<file path="src/sm3_pkg.sv">
// ----------------------------------------------------------------------------
// sm3_pkg
// Types, constants and round functions shared by the SM3 engine.
// ----------------------------------------------------------------------------
`timescale 1ns / 1ps
package sm3_pkg;
	localparam logic [31:0] T_LOW  = 32'h79CC4519;
	localparam logic [31:0] T_HIGH = 32'h7A879D8A;
	localparam logic [7:0]  PAD_BYTE = 8'h80;
	localparam logic [255:0] IV = {32'h7380166F, 32'h4914B2B9, 32'h172442D7,
		32'hDA8A0600, 32'hA96F30BC, 32'h163138AA, 32'hE38DEE4D, 32'hB0FB0E4E};

	// control from sequencer to round unit
	typedef struct packed {
		logic       load;   // load working vars from chaining value
		logic       round;  // perform one round
		logic [5:0] j;      // round number
		logic       fold;   // xor working vars into chaining value
		logic       init;   // reset chaining value to IV
	} rnd_ctl_t;

	function automatic logic [31:0] rotl(input logic [31:0] x, input logic [4:0] n);
		logic [63:0] d;
		d = {x, x} << n;
		return d[63:32];
	endfunction
	function automatic logic [31:0] p0(input logic [31:0] x);
		return x ^ rotl(x, 5'd9) ^ rotl(x, 5'd17);
	endfunction
	function automatic logic [31:0] p1(input logic [31:0] x);
		return x ^ rotl(x, 5'd15) ^ rotl(x, 5'd23);
	endfunction
endpackage

</file>
<file path="src/sm3_round.sv">
// ----------------------------------------------------------------------------
// sm3_round
// Message schedule window and the shared compression round unit.
// ----------------------------------------------------------------------------
`timescale 1ns / 1ps
module sm3_round (
	input  logic              clk,
	input  logic              arst_n,
	input  sm3_pkg::rnd_ctl_t ctl,
	input  logic [511:0]      block,
	output logic [255:0]      cv
);
	logic [31:0] w_q [16];
	logic [31:0] v_q [8];
	logic [255:0] cv_q;
	logic [31:0] wn, a12, t, ss1, ss2, ff, gg, tt1, tt2;

	// next schedule word, w[j+16]
	assign wn = sm3_pkg::p1(w_q[0] ^ w_q[7] ^ sm3_pkg::rotl(w_q[13], 5'd15))
		^ sm3_pkg::rotl(w_q[3], 5'd7) ^ w_q[10];

	// one round
	always_comb begin
		a12 = sm3_pkg::rotl(v_q[0], 5'd12);
		t   = (ctl.j < 6'd16) ? sm3_pkg::T_LOW : sm3_pkg::T_HIGH;
		ss1 = sm3_pkg::rotl(a12 + v_q[4] + sm3_pkg::rotl(t, ctl.j[4:0]), 5'd7);
		ss2 = ss1 ^ a12;
		if (ctl.j < 6'd16) begin
			ff = v_q[0] ^ v_q[1] ^ v_q[2];
			gg = v_q[4] ^ v_q[5] ^ v_q[6];
		end else begin
			ff = (v_q[0] & v_q[1]) | (v_q[0] & v_q[2]) | (v_q[1] & v_q[2]);
			gg = (v_q[4] & v_q[5]) | (~v_q[4] & v_q[6]);
		end
		tt1 = ff + v_q[3] + ss2 + (w_q[0] ^ w_q[4]);
		tt2 = gg + v_q[7] + ss1 + w_q[0];
	end

	// working registers and schedule window
	always_ff @(posedge clk) begin
		if (ctl.load) begin
			for (int i = 0; i < 16; i++) w_q[i] <= block[511-32*i -: 32];
			for (int i = 0; i < 8; i++) v_q[i] <= cv_q[255-32*i -: 32];
		end else if (ctl.round) begin
			for (int i = 0; i < 15; i++) w_q[i] <= w_q[i+1];
			w_q[15] <= wn;
			v_q[0] <= tt1; v_q[1] <= v_q[0];
			v_q[2] <= sm3_pkg::rotl(v_q[1], 5'd9); v_q[3] <= v_q[2];
			v_q[4] <= sm3_pkg::p0(tt2); v_q[5] <= v_q[4];
			v_q[6] <= sm3_pkg::rotl(v_q[5], 5'd19); v_q[7] <= v_q[6];
		end
	end

	// chaining value
	always_ff @(posedge clk or negedge arst_n) begin
		if (!arst_n) begin
			cv_q <= sm3_pkg::IV;
		end else if (ctl.init) begin
			cv_q <= sm3_pkg::IV;
		end else if (ctl.fold) begin
			for (int i = 0; i < 8; i++) cv_q[255-32*i -: 32] <= cv_q[255-32*i -: 32] ^ v_q[i];
		end
	end
	assign cv = cv_q;
endmodule

</file>
<file path="src/sm3_hash_engine_core.sv">
// ----------------------------------------------------------------------------
// sm3_hash_engine_core
// Streaming SM3 hash engine with a byte input and a word digest output.
// ----------------------------------------------------------------------------
// Input channel: one item per byte (data_byte, byte_present, end_of_message),
// valid/ready handshake. A byte item that does not fill the block leaves
// in_ready high. The 64th byte starts a compression: a load, the rounds and
// a fold through the single shared round unit, during which in_ready is low.
// An item with end_of_message appends padding (one byte per cycle into the
// buffer) and compresses one or two final blocks, then presents eight digest
// words, word 0 first, on the output channel. A stalled receiver holds the
// current word; the input stays closed until word 7 is taken, after which the
// chaining value returns to the IV.
// Reset (arst_n low) restores the IV, empties the buffer and clears the bit
// count. The block buffer has no reset; padding writes every byte read.
// ----------------------------------------------------------------------------
`timescale 1ns / 1ps
module sm3_hash_engine_core (
	input  logic        clk,
	input  logic        arst_n,
	input  logic        in_valid,
	output logic        in_ready,
	input  logic [7:0]  data_byte,
	input  logic        byte_present,
	input  logic        end_of_message,
	output logic        out_valid,
	input  logic        out_ready,
	output logic [31:0] digest_word,
	output logic [2:0]  word_number,
	output logic        last_word
);
	typedef enum logic [5:0] {
		S_IDLE = 6'b000001, S_LOAD = 6'b000010, S_RND = 6'b000100,
		S_FOLD = 6'b001000, S_PAD = 6'b010000, S_OUT = 6'b100000
	} state_t;

	state_t state_q;
	logic [511:0] buf_q;   // byte shift register, oldest byte at the top
	logic [5:0]  fill_q;
	logic [63:0] bits_q;
	logic [5:0]  rnd_q;
	logic        fin_q;    // message closed, padding in progress
	logic        lenw_q;   // this block carries the length
	logic        pad_open_q;
	logic [2:0]  wn_q;
	logic [511:0] block;
	logic [255:0] cv;
	sm3_pkg::rnd_ctl_t ctl;
	logic acc;

	assign in_ready = (state_q == S_IDLE);
	assign acc = in_valid && in_ready;

	// block view of the buffer, length in last 8 bytes when required
	assign block = lenw_q ? {buf_q[447:0], bits_q} : buf_q;

	always_comb begin
		ctl.load  = (state_q == S_LOAD);
		ctl.round = (state_q == S_RND);
		ctl.j     = rnd_q;
		ctl.fold  = (state_q == S_FOLD);
		ctl.init  = (state_q == S_OUT) && out_ready && (wn_q == 3'd7);
	end

	sm3_round u_round (.clk(clk), .arst_n(arst_n), .ctl(ctl), .block(block), .cv(cv));

	// buffer shifts: data bytes, then pad/zero bytes
	always_ff @(posedge clk) begin
		if (acc && byte_present) buf_q <= {buf_q[503:0], data_byte};
		else if (acc && end_of_message) buf_q <= {buf_q[503:0], sm3_pkg::PAD_BYTE};
		else if (state_q == S_PAD)
			buf_q <= {buf_q[503:0], pad_open_q ? sm3_pkg::PAD_BYTE : 8'h00};
	end

	// 0x80 still owed after a data byte that closed the message
	always_ff @(posedge clk or negedge arst_n) begin
		if (!arst_n) pad_open_q <= 1'b0;
		else if (acc) pad_open_q <= byte_present && end_of_message;
		else if (state_q == S_PAD) pad_open_q <= 1'b0;
	end

	// sequencer
	always_ff @(posedge clk or negedge arst_n) begin
		if (!arst_n) begin
			state_q <= S_IDLE;
			fill_q <= '0; bits_q <= '0; rnd_q <= '0;
			fin_q <= 1'b0; lenw_q <= 1'b0; wn_q <= '0;
		end else begin
			unique case (state_q)
				S_IDLE: begin
					if (acc) begin
						if (byte_present) begin
							bits_q <= bits_q + 64'd8;
							fill_q <= fill_q + 6'd1;
							if (end_of_message) begin
								fin_q <= 1'b1;
								state_q <= (fill_q == 6'd63) ? S_LOAD : S_PAD;
							end else if (fill_q == 6'd63) begin
								state_q <= S_LOAD;
							end
						end else if (end_of_message) begin
							// pad byte written this cycle
							fin_q <= 1'b1;
							if (fill_q == 6'd55) begin
								// pad byte ends the data area, length fits here
								lenw_q <= 1'b1;
								fill_q <= '0;
								state_q <= S_LOAD;
							end else begin
								fill_q <= fill_q + 6'd1;
								state_q <= (fill_q == 6'd63) ? S_LOAD : S_PAD;
							end
						end
					end
				end
				S_PAD: begin
					// zero fill; a data byte ending the message still needs its 0x80 first
					if (fill_q == 6'd55) begin
						lenw_q <= 1'b1;
						state_q <= S_LOAD;
						fill_q <= '0;
					end else begin
						fill_q <= fill_q + 6'd1;
						if (fill_q == 6'd63) state_q <= S_LOAD;
					end
				end
				S_LOAD: begin
					rnd_q <= '0;
					state_q <= S_RND;
				end
				S_RND: begin
					rnd_q <= rnd_q + 6'd1;
					if (rnd_q == 6'd63) state_q <= S_FOLD;
				end
				S_FOLD: begin
					fill_q <= '0;
					if (lenw_q) begin
						lenw_q <= 1'b0; wn_q <= '0; state_q <= S_OUT;
					end else if (fin_q) state_q <= S_PAD;
					else state_q <= S_IDLE;
				end
				S_OUT: begin
					if (out_ready) begin
						wn_q <= wn_q + 3'd1;
						if (wn_q == 3'd7) begin
							state_q <= S_IDLE; bits_q <= '0; fin_q <= 1'b0;
						end
					end
				end
				default: state_q <= S_IDLE;
			endcase
		end
	end

	assign out_valid   = (state_q == S_OUT);
	assign digest_word = cv[255 - 32*wn_q -: 32];
	assign word_number = wn_q;
	assign last_word   = (wn_q == 3'd7);
endmodule

</file>
<file path="config.mk">
export PLATFORM = sky130hd
export DESIGN_NAME = sm3_hash_engine_core
export DESIGN_NICKNAME = d
export VERILOG_FILES = /design/src/sm3_pkg.sv /design/src/sm3_round.sv /design/src/sm3_hash_engine_core.sv
export SDC_FILE = /design/constraint.sdc
export NUM_CORES = 2
export LEC_CHECK = 0
export BUFFER_PORTS_ARGS = -buffer_cell sky130_fd_sc_hd__buf_2
export CAP_MARGIN = 20
export CORE_UTILIZATION = 60
export CTS_CLUSTER_DIAMETER = 40
export DETAILED_ROUTE_END_ITERATION = 8
export PLACE_DENSITY = 0.76
export SYNTH_ARGS = -nofsm -noshare
export SYNTH_HDL_FRONTEND = slang
export SYNTH_SLANG_ARGS = --single-unit
</file>
<file path="constraint.sdc">
create_clock -name clk -period 113.6 [get_ports clk]
set_input_delay 22.72 -clock clk [delete_from_list [all_inputs] [get_ports clk]]
set_output_delay 22.72 -clock clk [all_outputs]
set_load 0.1 [all_outputs]
</file>
---- Yosys cells after proc, flatten, opt, wreduce, memory -nomap -nowiden ----
Memory sizes are Yosys's and may differ from the RTL's.
Cells that the tools add are included.
storage, ports and cells
  bits of input ports ..................... 14
  bits in writable memories ............... 768
  memories ................................ 2
  word-level logic and storage cells ...... 200
  register bits after elaboration ......... 856
  output and inout port bits .............. 38
memory list
  memory       words  width  read ports  clocked after memory_dff  write ports  RTL line         RTL
  u_round.w_q  16     32     16          0                         16           sm3_round.sv:13  logic [31:0] w_q [16];
  u_round.v_q  8      32     8           0                         8            sm3_round.sv:14  logic [31:0] v_q [8];
cells by class
  $lt $le $gt $ge ......................... 1
  bitwise operators ....................... 55
  add/subtract/negate cells ............... 13
  muxes and demuxes ....................... 79
  shift operators ......................... 2
  eq/ne operators ......................... 19
  reduce and logical (&&, ||, !) cells .... 19
operators by type and width
  cell                                                   number
  2-to-1 mux 512 bit                                     4
  2-to-1 mux 32 bit                                      26
  bitwise XOR 32 bit                                     22
  2-to-1 mux 256 bit                                     2
  indexed part select 287 x 33 -> 32 bit                 1
  adder 32 bit                                           8
  2-to-1 mux 64 bit                                      4
  AND 32 bit                                             5
  case mux 64 bit (2 select lines)                       1
  OR 32 bit                                              3
  2-to-1 mux 6 bit                                       14
  adder 64 x 4 -> 64 bit, second input constant          1
  left shift 64 x 5 -> 64 bit                            1
  case mux 6 bit (6 select lines)                        1
  NOT 32 bit                                             1
  2-to-1 mux 26 bit                                      1
  == test 6 bit, second input constant                   4
  OR 1 bit                                               24
  case mux 6 bit (3 select lines)                        1
  2-to-1 mux 1 bit                                       15
  2-to-1 mux 5 bit                                       3
  AND reduction 5 bit                                    3
  adder 6 x 1 -> 6 bit, second input constant            2
  inequality test 2 x 1 -> 1 bit, second input constant  6
  22 further kinds                                       35

---- Logic depth before layout (Yosys ltp) ----
An unclocked memory read counts as a cell.
  depth after elaboration ................. 11
  depth in mapped cells ................... 45
  depth with buffers taken out ............ 41

---- By module ----
From an unflattened synthesis, not the netlist that was laid out.
unflattened totals
  cell total of the unflattened synthesis .. 7378
  area, all modules ....................... 86510.5 µm²
by module, submodules not included
  module                area each (µm²)  sequential area each (µm²)  times used  cells each
  sm3_round             58588.7          29617.2                     1           5664
  sm3_hash_engine_core  27921.8          17503.0                     1           1714

---- Least setup slack after synthesis ----
No wires, ideal clock.
  path type ............................... in2reg
  start ................................... in byte_present
  end ..................................... reg buf_q[0] (enable)
  arrival time ............................ 58.664 ns
  path buffers ............................ 1
  cell stages on the path ................. 3
  path slack .............................. 52.839 ns
  required time ........................... 111.503 ns
  setup time .............................. 2.097 ns
  cell sequence ........................... clkbuf_1 -> nor2_1 -> o21ai_0
between the ends
  word-level cells in the longest chain between the ends .. 2
ends and longest elaborated chain
  what                                 RTL line                    RTL
  start, declared                      sm3_hash_engine_core.sv:24  input logic byte_present,
  logical AND 1 bit                    sm3_hash_engine_core.sv:69  if (acc && byte_present) buf_q <= {buf_q[503:0], data_byte};
  nonzero test 3 bit (no source line)  --
  end signal, assigned                 sm3_hash_engine_core.sv:69
  end signal, assigned                 sm3_hash_engine_core.sv:70  else if (acc && end_of_message) buf_q <= {buf_q[503:0], sm3_pkg::PAD_BYTE};
  end signal, assigned                 sm3_hash_engine_core.sv:72  buf_q <= {buf_q[503:0], pad_open_q ? sm3_pkg::PAD_BYTE : 8'h00};
  end, declared                        sm3_hash_engine_core.sv:38  logic [511:0] buf_q;
No other way between the ends.
A chain may end at the register's enable or synchronous reset.

---- Final worst setup path ----
  start ................................... reg wn_q[0], in the netlist word_number[0]
  end ..................................... out digest_word[8]
between the ends
  word-level cells in the longest chain between the ends .. 2
ends and longest elaborated chain
  what                                    RTL line                     RTL
  start, declared                         sm3_hash_engine_core.sv:45   logic [2:0] wn_q;
  start signal, assigned                  sm3_hash_engine_core.sv:144  wn_q <= wn_q + 3'd1;
  subtractor 8 x 8 -> 9 bit               sm3_hash_engine_core.sv:156  assign digest_word = cv[255 - 32*wn_q -: 32];
  indexed part select 287 x 33 -> 32 bit  sm3_hash_engine_core.sv:156
  end, declared                           sm3_hash_engine_core.sv:28   output logic [31:0] digest_word,
No other way between the ends.

==> results.sh <==
export IMPL_outcome="completed"
export IMPL_synth_nets=7583
export IMPL_wl_per_cell_um=26.5
export IMPL_setup_viol=0
export IMPL_finalWeightedCongestion=1.02
export IMPL_syn_inst=7279
export IMPL_grt_max_degree=266
export IMPL_vias=57500
export IMPL_design_area_um2=92900
export IMPL_pin_count=52
export IMPL_final_nets=7534
export IMPL_synth_top_area_share_pct=45.9
export IMPL_yosysTopAreaCell="edfxtp_1"
export IMPL_postCtsSetupRepairBufs=0
export IMPL_crit_type="register to output port"
export IMPL_syn_area_um2=83700
export IMPL_synth_ff_type="edfxtp_1"
export IMPL_slowest_stage="dfrtp_4"
export IMPL_layout_area_overhead_vs_synth_pct=11.0
export IMPL_ant_nets=0
export IMPL_drc_errors=0
export IMPL_ys_seq_area_share_pct=56.3
export IMPL_fmax_mhz=37.4
export IMPL_path_max_fanout=34
export IMPL_yosysUniqueCellTypes=78
export IMPL_drt_pass1_iter_count=8
export IMPL_cp_cell_sequence="buf_4, mux4_2, mux2_2, buf_2"
export IMPL_drv_slew=0
export IMPL_drt_vias_per_instance=6.24
export IMPL_cts_tree="built"
export IMPL_initial_utilization_pct=60.7
export IMPL_numCtsBuffers=210
export IMPL_period_needed_ps=26740
export IMPL_io_buffers=51
export IMPL_hold_viol=0
export IMPL_h_tree_depth=4
export IMPL_drt_iter0_drc=7327
export IMPL_synth_common_cells="nand2_1 (1373), edfxtp_1 (1280), o21ai_0 (915), mux2i_1 (570), xnor2_1 (355)"
export IMPL_cp_required_ps=90880
export IMPL_pre_cts_ws_ps=86670
export IMPL_syn_area_per_cell_um2=11.5
export IMPL_overflow=0
export IMPL_yosys_register_bits=1621
export IMPL_synthTopCellsByArea="edfxtp_1 (46%), mux2i_1 (6.8%), dfrtp_1 (6.6%)"
export IMPL_clock_path_buffers=3
export IMPL_yosys_warnings=0
export IMPL_cts_root_buffer="clkbuf_16"
export IMPL_antenna_found_initial=7
export IMPL_postSynth_asyncResetShare_pct=21.0
export IMPL_tightestPinTransition_ps=1360
export IMPL_leakage_nw=32.8
export IMPL_fin_crit_sh_pct=23.5
export IMPL_clk_latency_ps=850
export IMPL_power_density_nw_per_um2=17.4
export IMPL_cts_sinks=1621
export IMPL_die_w_um=375
export IMPL_core_area_um2=138000
export IMPL_cts_hold_buf=0
export IMPL_wl_um=244000
export IMPL_place_detailed_hpwl_um=172000
export IMPL_critPathCaptureType="output port"
export IMPL_grtUsageTotal_pct=34.7
export IMPL_skew_ps=46.0
export IMPL_cp_arrival_ps=4020
export IMPL_cp_slowest_stage_delay_ps=970
export IMPL_place_area_um2=85400
export IMPL_die_height_um=375
export IMPL_setup_ws_ps=86860
export IMPL_rows=136
export IMPL_max_vdd_ir_drop_v=0.0000144
export IMPL_synth_edff_count=1280
export IMPL_rsz0062_at_grt="no"
export IMPL_slew_headroom_pct=8.68
export IMPL_drive_gt1_share_pct=10.0
export IMPL_hp_class="register to register"
export IMPL_grt_pass1_vias=55400
export IMPL_grt_pass1_wl_um=360000
export IMPL_drv_cap=0
export IMPL_ctsResizeCount=0
export IMPL_critPathLaunchType="register"
export IMPL_die_area_um2=141000
export IMPL_tns_ps=0
export IMPL_clk_pin_slew_worst_paths_ps=60
export IMPL_yosys_cell_count_top_type="nand2_1"
## metal layers
metal / global-route usage [%] / wire, um / vias to the layer above
met1: 47.2 / 94700 / 28600
li1: - / - / 25500
met3: 8.06 / 24000 / 569
met2: 51.4 / 109000 / 2817
met4: 20.2 / 16200 / 6
met5: 0 / 36 / -
## layout by cell type, fill, tap and decap left out, drive strengths merged, types with 14 or more instances in the layout
cell and count:
mux2i 570, nand4 16, clkinv 64, xnor2 355, nor2 320, nand2b 16
nor2b 14, nor3 22, mux2 48, clkbuf 258, and2 14, a21oi 250
nand3 52, or3 22, clkinvlp 19, a211oi 15, edfxtp 1280, dfstp 120
nand2 1373, dfrtp 221, mux4 64, a21o 46, ha 102, buf 118
a31oi 33, fa 188, o21ai 915, xor2 272, inv 324, o21a 14
and3 133, bufinv 30
## path summary, 6_finish.rpt
kind                       depth (start not counted)                   to           start  slack, ps
setup / recovery                                   4       digest_word[8]  word_number[0]      86860
hold / removal                                     0           buf_q[474]      buf_q[466]        440
setup reg to reg                                  38  u_round.v_q[0][159]        rnd_q[0]     101420
hold reg to reg                                    0           buf_q[474]      buf_q[466]        440
max in group asynchronous                          5               lenw_q          arst_n      87590
min in group asynchronous                          1       u_round.cv[93]          arst_n      21930
## cell type report
cell class                      count  area, um2
Sequential cell                  1621      47100
Timing Repair Buffer              119        906
Antenna cell                        1       2.50
Multi-Input combinational cell   4985      34100
Clock inverter                    144       1850
Clock buffer                      257       5590
Inverter                          293       1110
Tap cell                         1794       2240
Fill cell                        9885      45000
## flip-flops by register name, summed over array words and instances, names as in the netlist
name and flops:
buf_q 512, bits_q 61, u_round.w_q 512, lenw_q 1, u_round.cv 256, state_q 6, pad_open_q 1, rnd_q 6
fill_q 6, u_round.v_q 256, word_number 3, fin_q 1
## per-stage QoR
step	hold WS, ps	cells	total power, mW	utilization (%)
after floorplan	426	7279	0.970	-
after global placement	429	8806	0.922	61.9
after detailed placement	433	8807	0.928	61.9
after CTS	445	9208	1.62	67.3
after global routing	455	9213	1.66	67.4
final	441	9214	1.62	67.4
## worst max-delay path, delay by kind of cell, from the launching register on
family / cells / cell delay, ps
buffers and inverters: 2 / 1070
multiplexers: 2 / 1070
flip-flops: 1 / 970
## kinds of logic (layout without fill, tap and decap cells)
logic type	after synthesis	count (layout)	synth area share (%)
xor+xnor	628	628	6.59
simple gates	2022	2022	10.0
flops	1621	1621	56.3
fa+ha+maj	291	291	6.04
buf+inv	673	813	3.03
other cells	0	1	0
mux	682	682	9.19
compound gates	1362	1362	8.79
## power by group
group,internal [mW],switching (mW)
clock,0.424,0.275
combinational,0.0490,0.0970
sequential,0.724,0.0495
total,1.20,0.421
Note: power is estimated with default switching activity, not from simulation.
